[config.mk]
export PLATFORM = sky130hd
export DESIGN_NAME = qfds_ram
export DESIGN_NICKNAME = d
export VERILOG_FILES = /design/src/rtl/qfds_ram.sv
export SDC_FILE = /design/constraint.sdc
export NUM_CORES = 1
export LEC_CHECK = 0
export BUFFER_PORTS_ARGS = -buffer_cell sky130_fd_sc_hd__clkbuf_2
export CAP_MARGIN = 20
export CORE_UTILIZATION = 54
export CTS_CLUSTER_SIZE = 25
export DETAILED_ROUTE_END_ITERATION = 8
export PLACE_DENSITY = 0.73
export SLEW_MARGIN = 0
export SYNTH_ARGS = -nofsm -noshare
export SYNTH_HDL_FRONTEND = slang
export SYNTH_SLANG_ARGS = --single-unit
[constraint.sdc]
create_clock -name clk_i -period 1.71 [get_ports clk_i]
set_input_delay 0.2565 -clock clk_i [delete_from_list [all_inputs] [get_ports clk_i]]
set_output_delay 0.2565 -clock clk_i [all_outputs]
set_load 0.01 [all_outputs]
[src/rtl/qfds_ram.sv]
`timescale 1ns / 1ps

module qfds_ram #(
  parameter int unsigned Width = 8,
  parameter int unsigned Depth = 16
) (
  input  logic                     clk_i,
  input  logic                     we_i,
  input  logic [$clog2(Depth)-1:0] waddr_i,
  input  logic [Width-1:0]         wdata_i,
  input  logic [$clog2(Depth)-1:0] raddr_i,
  output logic [Width-1:0]         rdata_o
);

  logic [Width-1:0] mem [Depth];
  logic [Width-1:0] rdata_q;

  always_ff @(posedge clk_i) begin
    if (we_i) begin
      mem[waddr_i] <= wdata_i;
    end
    rdata_q <= mem[raddr_i];
  end

  assign rdata_o = rdata_q;

endmodule

==> reports/results.tsv <==
stage	metric	value	unit
global_route	grt_start_max_net_pins	33	
pwr	pwr-share-clk	44.0	%
logic_synthesis	yosysMostFrequentCell	edfxtp_1	
setup_path	path_delay_family	multiplexers	
setup_path	path_buf_inv	0	
pwr	comb_power_share	4.8	%
cells_and_area	area_growth	18.0	%
setup_path	crit_arrival	1.76	ns
timing	layout_worst_path_cycle_share	79.9	%
setup_path	slowest_stage	mux4_2	
routing	drt_iter0_markers	135	
timing	max_freq	732	MHz
setup_path	critPathKind	flop to flop	
pwr	p_sw	1.54	mW
setup_path	startpoint	mem[10][6]	
logic_synthesis	synth.distinct_cells	19	
pwr	internal-power	5.79	mW
setup_path	cp.depth	3	
outcome	outcome	finished, final reports clean	
routing	vias_per_cell	5.77	
logic_synthesis	synth_area	5150	um2
floorplan	core_area	9240	um2
timing	rsz0062_at_grt	no	
global_route	grt_usage	21.6	%
logic_synthesis	synth_top_area_share	74.7	%
setup_path	critPathMaxStageDelay	0.48	ns
clock_tree	clock_latency	0.52	ns
cells_and_area	antenna-diode-count	0	
hold_path	hold_depth	1	
routing	antenna_left	0	
logic_synthesis	synthTopCellsByCount	edfxtp_1 (128), mux4_2 (18), a22oi_1 (16)	
logic_synthesis	synthArstFlopShare	0	%
cells_and_area	regArea	4000	um2
place	dp_hpwl	5830	um
clock_tree	clkSinkCount	136	
logic_synthesis	synth_warnings	0	
floorplan	ios	26	
clock_tree	cts_buffer_depth	2	
clock_tree	h-tree-depth	4	
place	portBuffers	25	
pwr	peakVddDrop	0.494	mV
timing	max-slew-margin-rel	74.4	%
logic_synthesis	ys.flop_type	edfxtp_1	
routing	via_count	2459	
clock_tree	cts_root_buffer	clkbuf_8	
hold_path	min_from	wdata_i[2]	
setup_path	critPathCaptureType	flop	
timing	setup-tns-final	0	ns
pwr	power_density	1210	nW/um2
cells_and_area	layout.nets	302	
timing	final.min_clock_period	1.37	ns
cells_and_area	fill_cells	601	
pwr	leakagePower	2.08	nW
routing	routedWlPerCell	22.4	um
clock_tree	postCtsHoldBufs	0	
flow_run	drv_cap	0	
place	gp_congestion	0.699	
clock_tree	clk_pin_slew	0.06	ns
global_route	grt_pass1_vias	2516	
floorplan	dieWidth	99.6	um
clock_tree	cts.repair.resized	0	
timing	slew_viol_final	0	
timing	setup_viol	0	
setup_path	cp-start-kind	flop	
global_route	grt_pass1_wl	14700	um
routing	routed_wl	9530	um
logic_synthesis	synth_edf_count	128	
logic_synthesis	ys_seq_area_share	77.8	%
cells_and_area	drive_above_1_share	31.3	%
routing	drc	0	
hold_path	min_path_type	input pin to flop	
cells_and_area	multiInputGateArea	1060	um2
timing	worstMarginPinSlew	0.384	ns
logic_synthesis	synth_nets	247	
cells_and_area	finalInstanceArea	6080	um2
floorplan	die_h	99.6	um
setup_path	path_max_fanout	1	
setup_path	ff2ff_setup_slack	0.34	ns
floorplan	start_util	55.7	%
logic_synthesis	synth_area_leaders	edfxtp_1 (75%), mux4_2 (7.9%), mux4_1 (7.1%), dfxtp_1 (3.1%), a22oi_1 (2.3%)	
global_route	antenna_found_initial	0	
pwr	p_sw_share	21.0	%
timing	fin_skew	0.00843	ns
setup_path	ff2ff_path_depth	3	
logic_synthesis	synth_cells	229	
setup_path	rr_startpoint	mem[10][6]	
clock_tree	cts_tree	yes	
logic_synthesis	ys_ff_latch	136	
clock_tree	cts_buffers	17	
global_route	gr-total-overflow	0	
logic_synthesis	avgSynthCellArea	22.5	um2
setup_path	path_cells	mux4_2 > a22oi_1 > nand2_1	
setup_path	crit_required	2.10	ns
pwr	seqPwrFrac	51.2	%
place	placed_cell_area	5550	um2
clock_tree	post-cts-setup-buffers	0	
timing	finalHoldViolations	0	
floorplan	dieArea	9930	um2
logic_synthesis	synth_area_leader_cell	edfxtp_1	
floorplan	rows	35	
routing	firstDrtPassIters	5	
-- layer usage --
layer | global-route usage, % | vias up | share of wire, %
met5 | 0 | - | 0
met4 | 9.05 | 0 | 1.3
met3 | 4.99 | 13 | 5.6
met2 | 35.0 | 94 | 53
met1 | 28.6 | 1266 | 40
li1 | - | 1086 | -
-- power by group through the flow --
stage | Clock, mW | Combinational, mW | Sequential, mW
2_1_floorplan | 0 | 0.189 | 3.82
3_3_place_gp | 0 | 0.346 | 3.82
3_5_place_dp | 0 | 0.353 | 3.82
4_1_cts | 3.26 | 0.356 | 3.75
5_1_grt | 3.39 | 0.381 | 3.76
6_report | 3.22 | 0.351 | 3.75
-- stage by stage --
| stage | util, % | power, mW | hold slack [ns] | std cells | setup slack, ns |
|---|---|---|---|---|---|
| 2_1_floorplan | - | 4.01 | 0.355 | 229 | 0.187 |
| 3_3_place_gp | 60.0 | 4.16 | 0.646 | 394 | 0.0168 |
| 3_5_place_dp | 60.0 | 4.17 | 0.645 | 394 | 0.0131 |
| 4_1_cts | 65.8 | 7.37 | 0.149 | 426 | 0.332 |
| 5_1_grt | 65.8 | 7.53 | 0.177 | 426 | 0.283 |
| 6_report | 65.8 | 7.32 | 0.169 | 426 | 0.344 |
-- final timing paths --
check | endpoint
setup reg to reg | rdata_o[6]
hold reg to reg | rdata_o[1]
hold / removal | mem[0][2]
setup / recovery | rdata_o[6]
-- area by class of cell --
cell class              instances  area share [%]
clock inverters                14            1.81
repair buffers                 46            5.27
flip-flops and latches        136            65.9
well taps                     129            2.66
clock buffers                  18            6.88
multi-input cells              83            17.5
-- registers in the layout, summed over array words and instances, names as in the netlist --
signal	flops
mem	128
rdata_o	8
-- kinds of logic (layout without fill, tap and decap cells) --
family / count (synthesis) / count (layout) / synth area share (%)
multiplexers: 32 / 32 / 15.0
AO/OA/AOI/OAI: 16 / 16 / 2.33
flip-flops: 136 / 136 / 77.8
AND/OR/NAND/NOR: 35 / 35 / 3.18
buffers and inverters: 10 / 78 / 1.68
-- cell usage in the layout, fill, tap and decap left out, drive strengths merged --
master    instances
a22oi            16
and2              1
and2b             1
buf              21
bufinv            1
clkbuf           43
clkinv           11
clkinvlp          2
dfxtp             8
edfxtp          128
mux4             32
nand2             9
nand2b            2
nand3             1
nand3b            2
nor2             13
nor2b             1
nor3              4
or3b              1
(Power assumes the default switching activity.)
