`src/rtl/qfds_pkg.sv`:
```
`timescale 1ns / 1ps

package qfds_pkg;

  // Table size and derived widths
  localparam int unsigned MaxItems = 1024;
  localparam int unsigned IdxW     = $clog2(MaxItems);
  localparam int unsigned LinkW    = IdxW + 1;
  localparam int unsigned CntW     = IdxW;
  localparam int unsigned RangeW   = IdxW + 1;
  localparam int unsigned ModeW    = 2;

  // Stream payload widths, padded to whole bytes
  localparam int unsigned InTdataW  = ((ModeW + 2 * IdxW + 7) / 8) * 8;
  localparam int unsigned OutTdataW = ((IdxW + 7) / 8) * 8;

  // Register port
  localparam int unsigned ApbAddrW = 3;
  localparam int unsigned ApbDataW = 32;
  localparam logic        RegRangeSel = 1'b0;

  // Link value that ends a member chain
  localparam logic [LinkW-1:0] NoItem = LinkW'(MaxItems);

  typedef logic [IdxW-1:0]   idx_t;
  typedef logic [LinkW-1:0]  link_t;
  typedef logic [CntW-1:0]   cnt_t;
  typedef logic [RangeW-1:0] range_t;

  typedef enum logic [ModeW-1:0] {
    ModeMake  = 2'd0,
    ModeFind  = 2'd1,
    ModeUnion = 2'd2
  } mode_e;

  typedef enum logic [3:0] {
    StClear,
    StIdle,
    StGotA,
    StGotB,
    StGotR1,
    StGotR2,
    StLose,
    StWalk,
    StOut
  } state_e;

  // One table entry per item
  typedef struct packed {
    logic  present;
    idx_t  root;
    link_t first;
    link_t next;
    cnt_t  count;
  } entry_t;

  localparam int unsigned EntryW = $bits(entry_t);

  // Memory request from the sequencer
  typedef struct packed {
    logic   we;
    idx_t   waddr;
    entry_t wdata;
    idx_t   raddr;
  } mem_req_t;

endpackage

```
`src/rtl/qfds_cfg.sv`:
```
`timescale 1ns / 1ps

module qfds_cfg (
  input  logic                           clk_i,
  input  logic                           rst_ni,
  input  logic                           psel,
  input  logic                           penable,
  input  logic                           pwrite,
  input  logic [qfds_pkg::ApbAddrW-1:0]  paddr,
  input  logic [qfds_pkg::ApbDataW-1:0]  pwdata,
  output logic [qfds_pkg::ApbDataW-1:0]  prdata,
  output logic                           pready,
  output qfds_pkg::range_t               range_o
);

  import qfds_pkg::*;

  range_t range_q, range_d;
  logic   wr_en;

  // Word select is bit 2; byte offset bits are ignored
  assign wr_en = psel && penable && pwrite && (paddr[2] == RegRangeSel);

  always_comb begin
    range_d = range_q;
    if (wr_en) begin
      range_d = pwdata[RangeW-1:0];
    end
  end

  always_ff @(posedge clk_i or negedge rst_ni) begin
    if (!rst_ni) begin
      range_q <= range_t'(MaxItems);
    end else begin
      range_q <= range_d;
    end
  end

  assign pready  = 1'b1;
  assign prdata  = (paddr[2] == RegRangeSel) ? ApbDataW'(range_q) : '0;
  assign range_o = range_q;

endmodule

```
`config.mk`:
```
export PLATFORM = sky130hd
export DESIGN_NAME = qfds_cfg
export DESIGN_NICKNAME = d
export VERILOG_FILES = /design/src/rtl/qfds_pkg.sv /design/src/rtl/qfds_cfg.sv
export SDC_FILE = /design/constraint.sdc
export NUM_CORES = 1
export LEC_CHECK = 0
export BUFFER_PORTS_ARGS = -buffer_cell sky130_fd_sc_hd__buf_2
export CAP_MARGIN = 25
export CORE_MARGIN = 2
export CORE_UTILIZATION = 29
export CTS_CLUSTER_SIZE = 8
export DETAILED_ROUTE_END_ITERATION = 8
export PLACE_DENSITY = 0.83
export SETUP_SLACK_MARGIN = 0.02
export SLEW_MARGIN = 10
export SYNTH_ARGS = -nofsm -noshare
export SYNTH_HDL_FRONTEND = slang
export SYNTH_SLANG_ARGS = --single-unit
```
`constraint.sdc`:
```
create_clock -name clk_i -period 0.8 [get_ports clk_i]
set_input_delay 0.04 -clock clk_i [delete_from_list [all_inputs] [get_ports clk_i]]
set_output_delay 0.04 -clock clk_i [all_outputs]
set_load 0.005 [all_outputs]
```
==> metrics.md <==
| Metric | Value |
|---|---|
| Status | `finished with violations` |
| Failing checks | `negative setup slack` |
| CP startpoint kind | `register` |
| Final #Nets | `156` |
| Largest net degree at the start of global routing | `12` |
| Sw Share | `27.3%` |
| Flop pwr share | `approximately two fifths` |
| Fillers | `234` |
| Switching pwr | `546 uW` |
| GR Overflow Total | `0` |
| Static leakage | `0.000621 uW` |
| Worst hold slack | `3.95 ps` |
| Worst setup margin | `-296 ps` |
| Worst Hold Class | `input port to register` |
| Register area share after synthesis | `38.4%` |
| Gpl congestion | `0.634` |
| Mapped Avg Cell Area | `between 10 and 15 um^2` |
| Clk pwr share | `19.4%` |
| Clock-pin slew on the worst setup and hold paths | `80 ps` |
| Max FFs per register | `11` |
| Footprint of the multi-input gates | `345 um^2` |
| Global routing's busiest layer | `met2` |
| Synth unique cells | `11` |
| Starting density of the core | `between 20 and 30%` |
| Worst-Skew Late Latency | `roughly 260 ps` |
| Die area | `2890 um^2` |
| GR Util met3 | `approximately 2.8%` |
| Drc violations | `0` |
| Max_cap viols | `0` |
| Worst Clk Skew | `0 ps` |
| IO buf count | `38` |
| Cells after synthesis | `60` |
| Clock sinks | `11` |
| Ports | `84` |
| Dpl ws | `-120 ps` |
| Critical Path AT | `1060 ps` |
| Worst Setup End Kind | `primary output` |
| Comb power frac | `between 40% and 50%` |
| Via density | `3.77` |
| F_max | `913 MHz` |
| Height of the chip | `53.8 um` |
| Hold Fails Final Rpt | `0` |
| GR Layer Usage met1 | `9.06%` |
| Die width | `53.8 um` |
| Core Util, Final | `approximately 44%` |
| GRT met2 Usage | `20.5%` |
| CP Max Fanout | `3` |
| DRT iter0 DRCs | `5` |
| Antenna cells | `0` |
| Initial antenna violation count | `0` |
| Tot GR Track Use | `10.2%` |
| TritonCTS clock tree | `done` |
| Design Area, Final | `1060 um^2` |
| Worst endpoint required time | `about 760 ps` |
| Area of the core | `2410 um^2` |
| Placed cell area | `870 um^2` |
| Final Slew Violations | `0` |
| Crit path kind | `register to primary output` |
| First-pass GRT wire length | `2.04 mm` |
| ANT nets after route | `0` |
| Synth Cell Area | `719 um^2` |
| RSZ-0062 raised after global routing | `yes` |
| Area Growth Syn to Fin | `47.5%` |
| Power Internal | `1460 uW` |
| Worst VDD drop | `933 uV` |
| Clock Tree Root | `clkbuf_4` |
| Total iterations of the first detailed-routing run | `2` |
| Wire length per cell | `10.7 um` |
| Rows | `18` |
| Setup Viol. Count Final | `32` |
| Yosys warns | `0` |
| Final wirelength | `1.56 mm` |
| Total CTS buffers | `3` |
| Fin crit share | `137%` |
| Via count | `546` |
| Flop2flop setup slack | `-90 ps` |
| Power Density | `roughly 1900 nW/um^2` |
| CTS H-tree depth | `1` |
| Reg area | `277 um^2` |
| Number of global-route vias before repair | `493` |
| Synth Register Bits | `11` |
| CTS max path bufs | `2` |
| Min cycle time layout | `1100 ps` |
| Layout cell share with drive strength beyond 1 | `58.3%` |
-- placed cells by master, fill, tap and decap left out, drive strengths merged --
master	n
dlygate4sd3	5
dfstp	1
clkbuf	4
nor2b	10
mux2	11
and2b	1
nand4b	1
dfrtp	10
buf	50
conb	22
-- per-stage QoR --
step	total power [uW]	std cells	TNS, ps
finish	2000	145	-3270
global route	2140	145	-4430
CTS	1900	140	-3110
detailed placement	1370	126	-1160
global placement	1340	126	-967
floorplan	1150	80	0
-- Yosys cell counts --
library cell   n  share of area, %
mux2_2         1               1.6
buf_4         22                23
clkbuf_1       1              0.52
and2b_1        1               1.0
nor2b_1       10               8.7
conb_1         2               1.0
dfstp_2        1               3.7
buf_6          1               1.6
mux2_4        10                21
dfrtp_1       10                35
nand4b_4       1               3.3
-- metal layers --
layer | routed length [um] | vias to the layer above
met5 | 0 | -
met4 | 0 | 0
met3 | 162 | 0
met2 | 845 | 40
met1 | 549 | 250
li1 | - | 256
-- final timing paths --
check / from / end / cells past startpoint
worst max-delay path: range_o[10] / prdata[10] / 2
worst min-delay path: pwdata[3] / range_o[3] / 2
worst max register to register: range_o[4] / range_o[4] / 2
worst min register to register: range_o[3] / range_o[3] / 2
max in group asynchronous: rst_ni / range_o[10] / 2
min in group asynchronous: rst_ni / range_o[8] / 2
-- power by group through the flow --
stage / clock, uW / combinational, uW / sequential, uW
finish: 389 / 830 / 784
global route: 437 / 902 / 802
CTS: 401 / 727 / 773
detailed placement: 0 / 576 / 793
global placement: 0 / 563 / 778
floorplan: 0 / 367 / 785
-- cell type report --
class / instances / area share [%]
Timing Repair Buffer: 55 / 35.4
Multi-Input combinational cell: 45 / 32.5
Sequential cell: 11 / 26.1
Tap cell: 30 / 3.54
Clock buffer: 4 / 2.48
-- what timing repair did --
action                                  in CTS  in global routing
hold buffers                                 2                  3
endpoints found under the setup margin      24                 31
gates cloned                                 0                  0
endpoints found under the hold margin       17                  6
buffers inserted                             8                  2
gates resized for setup                      1                  9
-- worst max-delay path: stages, from the launching register on --
cell	delay [ps]
dfstp_2	550
nor2b_4	130
buf_2	110
-- logic make-up (layout without fill, tap and decap cells) --
family / count (synthesis) / count (layout) / synth area share (%)
other: 2 / 22 / 1.04
flip-flops: 11 / 11 / 38.4
AND/OR/NAND/NOR: 12 / 12 / 13.0
multiplexers: 11 / 11 / 22.4
buffers and inverters: 24 / 59 / 25.0
Power figures use the tool's default switching activity.
