`config.mk`:
```
export PLATFORM = sky130hd
export DESIGN_NAME = qfds_ctrl
export DESIGN_NICKNAME = d
export VERILOG_FILES = /design/src/rtl/qfds_pkg.sv /design/src/rtl/qfds_ctrl.sv
export SDC_FILE = /design/constraint.sdc
export NUM_CORES = 1
export LEC_CHECK = 0
export ABC_AREA = 1
export BUFFER_PORTS_ARGS = -buffer_cell sky130_fd_sc_hd__buf_2
export CAP_MARGIN = 15
export CORE_ASPECT_RATIO = 1.4
export CORE_UTILIZATION = 50
export CTS_BUF_LIST = sky130_fd_sc_hd__clkbuf_16
export DETAILED_ROUTE_END_ITERATION = 16
export PLACE_DENSITY_LB_ADDON = 0.1
export SYNTH_ARGS = -nofsm -noshare
export SYNTH_HDL_FRONTEND = slang
export SYNTH_SLANG_ARGS = --single-unit
```
`constraint.sdc`:
```
create_clock -name clk_i -period 2.8 [get_ports clk_i]
set_clock_uncertainty 0.15 [all_clocks]
set_input_delay 0.28 -clock clk_i [delete_from_list [all_inputs] [get_ports clk_i]]
set_output_delay 0.28 -clock clk_i [all_outputs]
set_load 0.005 [all_outputs]
```
`src/rtl/qfds_pkg.sv`:
```
`timescale 1ns / 1ps

package qfds_pkg;

  // Table size and derived widths
  localparam int unsigned MaxItems = 1024;
  localparam int unsigned IdxW     = $clog2(MaxItems);
  localparam int unsigned LinkW    = IdxW + 1;
  localparam int unsigned CntW     = IdxW;
  localparam int unsigned RangeW   = IdxW + 1;
  localparam int unsigned ModeW    = 2;

  // Stream payload widths, padded to whole bytes
  localparam int unsigned InTdataW  = ((ModeW + 2 * IdxW + 7) / 8) * 8;
  localparam int unsigned OutTdataW = ((IdxW + 7) / 8) * 8;

  // Register port
  localparam int unsigned ApbAddrW = 3;
  localparam int unsigned ApbDataW = 32;
  localparam logic        RegRangeSel = 1'b0;

  // Link value that ends a member chain
  localparam logic [LinkW-1:0] NoItem = LinkW'(MaxItems);

  typedef logic [IdxW-1:0]   idx_t;
  typedef logic [LinkW-1:0]  link_t;
  typedef logic [CntW-1:0]   cnt_t;
  typedef logic [RangeW-1:0] range_t;

  typedef enum logic [ModeW-1:0] {
    ModeMake  = 2'd0,
    ModeFind  = 2'd1,
    ModeUnion = 2'd2
  } mode_e;

  typedef enum logic [3:0] {
    StClear,
    StIdle,
    StGotA,
    StGotB,
    StGotR1,
    StGotR2,
    StLose,
    StWalk,
    StOut
  } state_e;

  // One table entry per item
  typedef struct packed {
    logic  present;
    idx_t  root;
    link_t first;
    link_t next;
    cnt_t  count;
  } entry_t;

  localparam int unsigned EntryW = $bits(entry_t);

  // Memory request from the sequencer
  typedef struct packed {
    logic   we;
    idx_t   waddr;
    entry_t wdata;
    idx_t   raddr;
  } mem_req_t;

endpackage

```
`src/rtl/qfds_ctrl.sv`:
```
`timescale 1ns / 1ps

module qfds_ctrl (
  input  logic                            clk_i,
  input  logic                            rst_ni,
  input  qfds_pkg::range_t                range_i,
  input  logic                            s_axis_tvalid,
  output logic                            s_axis_tready,
  input  logic [qfds_pkg::InTdataW-1:0]   s_axis_tdata,
  output logic                            m_axis_tvalid,
  input  logic                            m_axis_tready,
  output logic [qfds_pkg::OutTdataW-1:0]  m_axis_tdata,
  output logic                            m_axis_tuser,
  output qfds_pkg::mem_req_t              mem_req_o,
  input  qfds_pkg::entry_t                mem_rdata_i
);

  import qfds_pkg::*;

  state_e state_q, state_d;
  idx_t   clr_q, clr_d;
  logic   m_valid_q, m_valid_d;

  mode_e  mode_q, mode_d;
  idx_t   a_q, a_d;
  idx_t   b_q, b_d;
  idx_t   r1_q, r1_d;
  idx_t   r2_q, r2_d;
  entry_t e1_q, e1_d;
  entry_t lose_q, lose_d;
  idx_t   lose_idx_q, lose_idx_d;
  idx_t   win_q, win_d;
  link_t  old_head_q, old_head_d;
  idx_t   cur_q, cur_d;
  idx_t   res_rep_q, res_rep_d;
  logic   res_stat_q, res_stat_d;
  idx_t   m_rep_q, m_rep_d;
  logic   m_stat_q, m_stat_d;

  mem_req_t req;
  entry_t   rd;
  entry_t   win_e;
  entry_t   lose_e;
  logic     r1_wins;
  logic     a_inr;
  logic     b_inr;
  idx_t     in_a;
  idx_t     in_b;
  mode_e    in_mode;

  assign rd      = mem_rdata_i;
  assign in_mode = mode_e'(s_axis_tdata[ModeW-1:0]);
  assign in_a    = s_axis_tdata[ModeW +: IdxW];
  assign in_b    = s_axis_tdata[ModeW + IdxW +: IdxW];

  // Range above the table size covers every item
  assign a_inr = range_t'(a_q) < range_i;
  assign b_inr = range_t'(b_q) < range_i;

  assign r1_wins = e1_q.count >= rd.count;
  assign win_e   = r1_wins ? e1_q : rd;
  assign lose_e  = r1_wins ? rd : e1_q;

  always_comb begin
    state_d    = state_q;
    clr_d      = clr_q;
    mode_d     = mode_q;
    a_d        = a_q;
    b_d        = b_q;
    r1_d       = r1_q;
    r2_d       = r2_q;
    e1_d       = e1_q;
    lose_d     = lose_q;
    lose_idx_d = lose_idx_q;
    win_d      = win_q;
    old_head_d = old_head_q;
    cur_d      = cur_q;
    res_rep_d  = res_rep_q;
    res_stat_d = res_stat_q;
    m_rep_d    = m_rep_q;
    m_stat_d   = m_stat_q;
    m_valid_d  = m_valid_q && !m_axis_tready;
    s_axis_tready = 1'b0;

    req       = '0;
    req.raddr = a_q;
    req.waddr = cur_q;
    req.wdata = rd;

    case (state_q)
      StClear: begin
        req.we    = 1'b1;
        req.waddr = clr_q;
        req.wdata = '0;
        clr_d     = clr_q + idx_t'(1);
        if (clr_q == idx_t'(MaxItems - 1)) begin
          state_d = StIdle;
        end
      end

      StIdle: begin
        s_axis_tready = 1'b1;
        req.raddr     = in_a;
        if (s_axis_tvalid) begin
          mode_d  = in_mode;
          a_d     = in_a;
          b_d     = in_b;
          state_d = StGotA;
        end
      end

      StGotA: begin
        res_rep_d  = '0;
        res_stat_d = 1'b1;
        state_d    = StOut;
        case (mode_q)
          ModeMake: begin
            if (a_inr) begin
              res_stat_d = 1'b0;
              if (rd.present) begin
                res_rep_d = rd.root;
              end else begin
                req.we            = 1'b1;
                req.waddr         = a_q;
                req.wdata.present = 1'b1;
                req.wdata.root    = a_q;
                req.wdata.first   = NoItem;
                req.wdata.count   = '0;
                res_rep_d         = a_q;
              end
            end
          end
          ModeFind: begin
            if (a_inr && rd.present) begin
              res_stat_d = 1'b0;
              res_rep_d  = rd.root;
            end
          end
          ModeUnion: begin
            if (a_inr && rd.present) begin
              r1_d      = rd.root;
              req.raddr = b_q;
              state_d   = StGotB;
            end
          end
          default: ;
        endcase
      end

      StGotB: begin
        state_d    = StOut;
        res_rep_d  = '0;
        res_stat_d = 1'b1;
        if (b_inr && rd.present) begin
          if (rd.root == r1_q) begin
            res_rep_d  = r1_q;
            res_stat_d = 1'b0;
          end else begin
            r2_d      = rd.root;
            req.raddr = r1_q;
            state_d   = StGotR1;
          end
        end
      end

      StGotR1: begin
        e1_d      = rd;
        req.raddr = r2_q;
        state_d   = StGotR2;
      end

      StGotR2: begin
        // Winner takes the loser as head of its chain
        win_d         = r1_wins ? r1_q : r2_q;
        lose_idx_d    = r1_wins ? r2_q : r1_q;
        lose_d        = lose_e;
        old_head_d    = win_e.first;
        req.we        = 1'b1;
        req.waddr     = r1_wins ? r1_q : r2_q;
        req.wdata       = win_e;
        req.wdata.count = win_e.count + lose_e.count + cnt_t'(1);
        req.wdata.first = link_t'(r1_wins ? r2_q : r1_q);
        state_d       = StLose;
      end

      StLose: begin
        req.we          = 1'b1;
        req.waddr       = lose_idx_q;
        req.wdata       = lose_q;
        req.wdata.root  = win_q;
        req.wdata.first = NoItem;
        req.wdata.next  = lose_q.first[IdxW] ? old_head_q : lose_q.first;
        req.raddr       = lose_q.first[IdxW-1:0];
        res_rep_d       = win_q;
        res_stat_d      = 1'b0;
        if (lose_q.first[IdxW]) begin
          state_d = StOut;
        end else begin
          cur_d   = lose_q.first[IdxW-1:0];
          state_d = StWalk;
        end
      end

      StWalk: begin
        // Re-point one member per cycle; the last one links to the old chain
        req.we         = 1'b1;
        req.waddr      = cur_q;
        req.wdata      = rd;
        req.wdata.root = win_q;
        req.wdata.next = rd.next[IdxW] ? old_head_q : rd.next;
        req.raddr      = rd.next[IdxW-1:0];
        if (rd.next[IdxW]) begin
          state_d = StOut;
        end else begin
          cur_d = rd.next[IdxW-1:0];
        end
      end

      StOut: begin
        if (!m_valid_q || m_axis_tready) begin
          m_valid_d = 1'b1;
          m_rep_d   = res_rep_q;
          m_stat_d  = res_stat_q;
          state_d   = StIdle;
        end
      end

      default: state_d = StIdle;
    endcase
  end

  always_ff @(posedge clk_i or negedge rst_ni) begin
    if (!rst_ni) begin
      state_q   <= StClear;
      clr_q     <= '0;
      m_valid_q <= 1'b0;
    end else begin
      state_q   <= state_d;
      clr_q     <= clr_d;
      m_valid_q <= m_valid_d;
    end
  end

  always_ff @(posedge clk_i) begin
    mode_q     <= mode_d;
    a_q        <= a_d;
    b_q        <= b_d;
    r1_q       <= r1_d;
    r2_q       <= r2_d;
    e1_q       <= e1_d;
    lose_q     <= lose_d;
    lose_idx_q <= lose_idx_d;
    win_q      <= win_d;
    old_head_q <= old_head_d;
    cur_q      <= cur_d;
    res_rep_q  <= res_rep_d;
    res_stat_q <= res_stat_d;
    m_rep_q    <= m_rep_d;
    m_stat_q   <= m_stat_d;
  end

  assign mem_req_o     = req;
  assign m_axis_tvalid = m_valid_q;
  assign m_axis_tdata  = OutTdataW'(m_rep_q);
  assign m_axis_tuser  = m_stat_q;

  // During the chain walk, a write back must never hit the entry being read in the same cycle
  a_no_rw_collide: assert property (@(posedge clk_i) disable iff (!rst_ni)
    (req.we && (state_q == StLose || state_q == StWalk) && state_d == StWalk)
      |-> (req.waddr != req.raddr))
    else $error("read and write to the same entry during chain walk");

  // A failed operation reports representative zero
  a_fail_rep_zero: assert property (@(posedge clk_i) disable iff (!rst_ni)
    (m_valid_q && m_stat_q) |-> (m_rep_q == '0))
    else $error("nonzero representative with error status");

  // The clearing pass runs once after reset only
  a_clear_once: assert property (@(posedge clk_i) disable iff (!rst_ni)
    (state_q != StClear) |=> (state_q != StClear))
    else $error("clearing pass re-entered");

  // Union winner and loser are distinct entries
  a_union_distinct: assert property (@(posedge clk_i) disable iff (!rst_ni)
    (state_q == StLose) |-> (win_q != lose_idx_q))
    else $error("union merges a root into itself");

endmodule

```
==> results by group, run 1 <==
Critical path
  – Crit-path slowest cell: edfxtp_1
  – WS Path Type: reg2out
  – Most frequent CP cell: nand2_1
  – Largest stage delay on the critical path: 0.44 ns
  – Reg2Reg Depth: 14
  – Max FO, Critical Path: 6
  – WP data required: 2.37 ns
  – Crit path DAT: 2.54 ns
  – Crit path cell chain: ha_4 > nand2_1 > nor2_2 > nand3_2 > nand2_2 > nor2_4 > buf_12 > buf_16 > o21ai_2 > nand2_1 > nand2_1 > buf_2
  – CP endpoint kind: primary output
  – Crit path launch type: flip-flop

Detailed routing
  – Overall routed net length: 35.9 mm
  – Vias per cell: 5.39
  – DRT Pass-1 Iters: 6
  – DR iter-0 viols: 981
  – DRC: 0
  – Routed len/inst: 18.7 µm
  – Vias: 10300
  – DRT antenna net count: 0

Run status
  – Violated checks: negative setup slack
  – Status: finished, violations left

Yosys
  – Cell with the most instances after synthesis: nand2_1
  – EDFF count, synth: 170
  – Top_reg_cell synth: edfxtp_1
  – Synth area leaders: edfxtp_1, nand2_1, inv_1, nand3_1, ha_1
  – Post-Synth XOR/XNOR Area: 1.12%
  – Async SR Flop Fraction: 8.11%
  – Post-synth top cells: nand2_1, inv_1, edfxtp_1
  – Top-area cell type share of the netlist area: 46.7%
  – Post-synthesis compound-gate area fraction: 7.98%
  – Cell taking the most area after synthesis: edfxtp_1
  – Yosys warnings: 0
  – Syn avg cell area: 8.04 µm²
  – Post-Synth Adder-Cell Area: 4.53%
  – Cells after Synth: 1360
  – Synth unique cells: 42
  – Largest family of logic cells by synthesized area: simple AND/OR/NAND/NOR gates
  – Mapped Area: 10900 µm²
  – Synth Area in Simple Gates: 26.9%
  – Post-synthesis sequential area ratio: 50.1%
  – Synthesized flop and latch total: 185
  – Post-synthesis mux area share: 0%

STA
  – Final setup fails: 57
  – Rel. slew slack: 64.6%
  – Period Utilization, post-route: 106%
  – Max Slew Vio Count: 0
  – RSZ-0062 raised after global routing: yes
  – Worst-margin pin slew: 0.529 ns
  – Maximum clock frequency: 336 MHz
  – Setup ws final: -0.174 ns
  – Fin crit period: 2.97 ns
  – Final hold vios: 0

Layout
  – Fin util: 68.8%
  – Multi-input logic area: 5170 µm²
  – Diodes inserted: 0
  – Sequential cell area: 5480 µm²
  – Register bank with the most flops: e1_q
  – Top Registers: e1_q x43, lose_q x22, old_head_q x11
  – Layout fillers: 1778
  – # nets final: 1765
  – Max reg flops: 43
  – Design Area, Final: 14600 µm²
  – Area growth syn-to-layout: 33.9%
  – Layout cell share with drive strength beyond 1: 26.1%

Pwr
  – Pwr Density: 820 nW/µm²
  – Total Power: 12.0 mW
  – VDD IR max: 0.707 mV
  – Leakage: 6.79 nW

GRT
  – Vias in the first global route: 10100
  – GRT overflow: 0
  – First-pass GRT wire length: 53.4 mm
  – Initial antenna violation count: 0
  – Pin count of the biggest net entering global routing: 53
  – GRT Total Usage: 31.8%

Floorplanning
  – Die extent in x: 127 µm
  – I/O Pins: 165
  – Row count: 63
  – Die area: 22500 µm²
  – Starting Density: 51.4%
  – CORE AREA: 21300 µm²
  – Die Ht: 177 µm

Clock network
  – Worst-path clk slew: 0.07 ns
  – CTS root buf: clkbuf_16
  – Clk Latency, worst-skew pair: 0.44 ns
  – Sink Count: 185
  – Max Root-Sink Buffers: 2
  – CTS tree: done
  – CTS buffer count: 17
  – H-tree depth: 4

Placed design
  – DP HPWL: 24.7 mm
  – Port Buffers: 156
  – Placed instance area: 12300 µm²
  – Routability Congestion: 0.969

Hold path
  – Hold path depth: 2
  – Hold crit path type: in2reg

Job
  – # Max-Cap Violations: 0
cells in the final DEF, fill, tap and decap left out, drive strengths merged, types with 3 or more instances in the layout:
cell type	instances
a211oi	6
a21oi	45
a22o	3
and2	11
buf	245
bufinv	3
clkbuf	18
clkinv	7
clkinvlp	3
conb	6
dfrtp	15
dlygate4sd3	58
edfxtp	170
ha	38
inv	208
nand2	449
nand3	105
nand4	15
nor2	115
nor3	6
o21ai	93
o21bai	8
or2	5
xnor2	5
xor2	9
stage by stage:
step	cells	hold slack (ns)	setup WS, ns	TNS, ns
after global routing	1917	0.0322	-0.287	-12.63
after global placement	1781	0.0748	0.165	0
final	1917	0.0393	-0.174	-4.98
after CTS	1896	0.0218	-0.154	-4.07
after floorplan	1365	-0.166	0.245	0
after detailed placement	1781	0.0661	0.130	0
layer usage:
layer	vias up	part of all wire, %	GRT usage (%)
met5	-	0	0
met4	0	6.4	20.7
met3	125	6.2	4.20
met2	477	49	54.2
met1	4774	39	37.7
li1	4953	-	-
final timing paths:
path,start,end,slack (ns)
worst max-delay path,e1_q[7]$_DFFE_PN_,mem_req_o[35],-0.17
worst max register to register,a_q[9]$_DFFE_PP_,r1_q[2]$_DFFE_PP_,0.17
worst min register to register,res_rep_q[2]$_DFFE_PP_,m_rep_q[2]$_DFFE_PP_,0.27
min in group asynchronous,rst_ni,state_q[0]$_DFFE_PN0P_,0.16
max in group asynchronous,rst_ni,state_q[2]$_DFFE_PN0P_,2.04
worst min-delay path,mem_rdata_i[9],e1_q[9]$_DFFE_PN_,0.04
where the power goes:
group	internal [mW]	switching, mW	total (mW)	leakage [nW]
Clock	1.41	1.10	2.50	0.297
Sequential	3.62	0.226	3.85	1.74
Combinational	2.12	3.53	5.66	4.75
kinds of logic (layout without fill, tap and decap cells):
| kind of cell | Yosys count | in the layout |
|---|---|---|
| xor gates and xnor gates | 14 | 14 |
| buffers and inverters | 254 | 543 |
| other | 1 | 6 |
| and+or+nand+nor | 706 | 709 |
| adders and majority gates | 39 | 39 |
| AOI/OAI and AO/OA | 161 | 161 |
| DFF | 185 | 185 |
critical path, delay by kind of cell (launching register included):
| kind | cells | cell delay (ns) |
|---|---|---|
| AOI/OAI and AO/OA | 1 | 0.22 |
| adders and majority gates | 1 | 0.31 |
| buffers and inverters | 3 | 0.38 |
| DFF | 1 | 0.44 |
| and+or+nand+nor | 7 | 0.76 |
final cells by class:
type	instances	area share, %
inverter	206	5.39
sequential	185	37.4
clock inverter	15	1.18
clock buffer	17	2.91
timing repair buffer	305	15.5
multi-input combinational	929	35.3
tap	260	2.22
repair_timing:
item                                   4_1_cts  5_1_grt
setup endpoints to repair                   63       67
hold buffers                                58        0
gates resized for setup                    121       63
setup buffers                               22       17
gates cloned                                 6        4
pin swaps                                   26       27
endpoints found under the hold margin       78        0
Note: power is estimated with default switching activity, not from simulation.
==> inputs of run 2 (changes only) <==
--- a/config.mk
+++ b/config.mk
@@ -12,7 +12,7 @@
 export CORE_UTILIZATION = 50
 export CTS_BUF_LIST = sky130_fd_sc_hd__clkbuf_16
 export DETAILED_ROUTE_END_ITERATION = 16
-export PLACE_DENSITY_LB_ADDON = 0.1
+export PLACE_DENSITY = 0.77
 export SYNTH_ARGS = -nofsm -noshare
 export SYNTH_HDL_FRONTEND = slang
 export SYNTH_SLANG_ARGS = --single-unit
==> results by group, run 2 (synthesized netlist as in run 1, its figures left out) <==
Run status
  – Status: finished, violations left
  – Violated checks: negative setup slack

Placed design
  – Port Buffers: 156
  – Routability Congestion: 0.982
  – DP HPWL: 25.3 mm
  – Placed instance area: 12400 µm²

GRT
  – GRT overflow: 0
  – Initial antenna violation count: 0
  – Pin count of the biggest net entering global routing: 50
  – Vias in the first global route: 10500
  – GRT Total Usage: 33.2%
  – First-pass GRT wire length: 55.6 mm

Layout
  – Max reg flops: 43
  – Top Registers: e1_q x43, lose_q x22, old_head_q x11
  – Layout cell share with drive strength beyond 1: 27.8%
  – # nets final: 1776
  – Design Area, Final: 14800 µm²
  – Layout fillers: 1651
  – Register bank with the most flops: e1_q
  – Area growth syn-to-layout: 35.6%
  – Most frequent cells in the layout: nand2_1, inv_1, edfxtp_1, buf_2, nor2_1
  – Commonest non-fill, non-tap cell in the layout: nand2_1
  – Fin util: 69.7%

Hold path
  – Hold wc startpoint: mem_rdata_i[35]
  – Hold crit path type: in2reg

Floorplanning
  – Die Ht: 177 µm
  – Row count: 63
  – Die extent in x: 127 µm
  – Die area: 22500 µm²
  – CORE AREA: 21300 µm²
  – I/O Pins: 165
  – Starting Density: 51.4%

STA
  – Setup ws final: -0.238 ns
  – RSZ-0062 raised after global routing: yes
  – Period Utilization, post-route: 109%
  – Final setup fails: 63
  – Fin crit period: 3.04 ns
  – Worst-margin pin slew: 0.851 ns
  – Max Slew Vio Count: 0
  – Final hold vios: 0
  – Maximum clock frequency: 329 MHz
  – Rel. slew slack: 42.7%

Pwr
  – VDD IR max: 0.580 mV
  – Total Power: 12.6 mW
  – Pwr Density: 852 nW/µm²
  – Leakage: 6.90 nW

Critical path
  – WS Path Type: reg2out
  – CP endpoint kind: primary output
  – Critical R2R Launch: a_q[9]$_DFFE_PP_
  – Launch point of the worst path: a_q[9]$_DFFE_PP_
  – Max FO, Critical Path: 8
  – Crit path launch type: flip-flop
  – Crit path DAT: 2.61 ns
  – WP data required: 2.37 ns

Clock network
  – Sink Count: 185
  – CTS root buf: clkbuf_16
  – Clk Latency, worst-skew pair: 0.45 ns
  – Max Root-Sink Buffers: 2
  – CTS buffer count: 17
  – CTS tree: done
  – Worst-path clk slew: 0.08 ns
  – H-tree depth: 4

Detailed routing
  – DRT Pass-1 Iters: 6
  – Vias: 10800
  – DRC: 0
  – Vias per cell: 5.61
  – Overall routed net length: 37.8 mm
  – DRT antenna net count: 0
  – Routed len/inst: 19.6 µm
  – DR iter-0 viols: 1235

Job
  – # Max-Cap Violations: 0
run 2: cell types whose count changed in the layout (fill, tap and decap cells not counted), sizes merged:
cell	before	now
buf	245	255
bufinv	3	1
inv	208	210
clkbuf	18	19
clkinv	7	6
clkinvlp	3	4
diode	0	1
nand2	449	448
nand3	105	106
run 2: area by class of cell:
cell class	count	area, µm²	share of cell area (%)
Sequential cell	185	5480	36.9
Multi-Input combinational cell	929	5250	35.4
Timing Repair Buffer	316	2400	16.2
Inverter	206	782	5.27
Clock buffer	17	425	2.87
Tap cell	260	325	2.19
Clock inverter	15	176	1.19
Antenna cell	1	2.50	0.0169
run 2: layer usage:
metal | vias up | routed length [µm] | GRT usage [%]
li1 | 4991 | - | -
met1 | 5035 | 13600 | 38.4
met2 | 637 | 18600 | 56.7
met3 | 161 | 3010 | 5.32
met4 | 0 | 2610 | 22.8
met5 | - | 0 | 0
run 2: critical path, stage by stage (launching register included):
cell	delay, ns
edfxtp_1	0.44
ha_1	0.31
nand2_2	0.08
inv_1	0.04
nand2_1	0.07
nand2_2	0.09
inv_2	0.06
nand2_2	0.07
nor2_4	0.14
buf_6	0.12
nand3_4	0.08
nand2_4	0.14
nand2_8	0.09
clkbuf_16	0.19
nand2_1	0.07
nand2_1	0.05
buf_2	0.12
run 2: repair_timing:
action | 4_1_cts | 5_1_grt
gates cloned | 7 | 3
hold buffers | 58 | 0
resized for setup | 129 | 89
buffers inserted | 22 | 10
pin swaps | 20 | 25
setup endpoints to repair | 64 | 66
endpoints found under the hold margin | 85 | 0
run 2: worst paths after layout:
| path | end | slack, ns | depth (start not counted) |
|---|---|---|---|
| max in group asynchronous | state_q[2]$_DFFE_PN0P_ | 2.07 | 2 |
| max reg2reg | res_rep_q[6]$_DFFE_PP_ | 0.22 | 16 |
| max | mem_req_o[40] | -0.24 | 16 |
| min in group asynchronous | clr_q[8]$_DFFE_PN0P_ | 0.13 | 2 |
| min | e1_q[35]$_DFFE_PN_ | 0.03 | 1 |
| min reg2reg | m_rep_q[9]$_DFFE_PP_ | 0.27 | 0 |
run 2: stage by stage:
stage	hold slack (ns)	setup WS [ns]	setup TNS, ns	std cells
after global routing	0.0319	-0.309	-14.68	1928
after detailed placement	0.0753	0.143	0	1796
final	0.0279	-0.238	-8.54	1929
after floorplan	-0.166	0.245	0	1365
after global placement	0.0659	0.163	0	1796
after CTS	0.00439	-0.134	-4.25	1915
run 2: power breakdown:
group	switching [mW]	total (mW)	internal, mW
Clock	1.20	2.48	1.28
Sequential	0.232	3.85	3.62
Combinational	3.88	6.31	2.44
Total	5.31	12.6	7.33
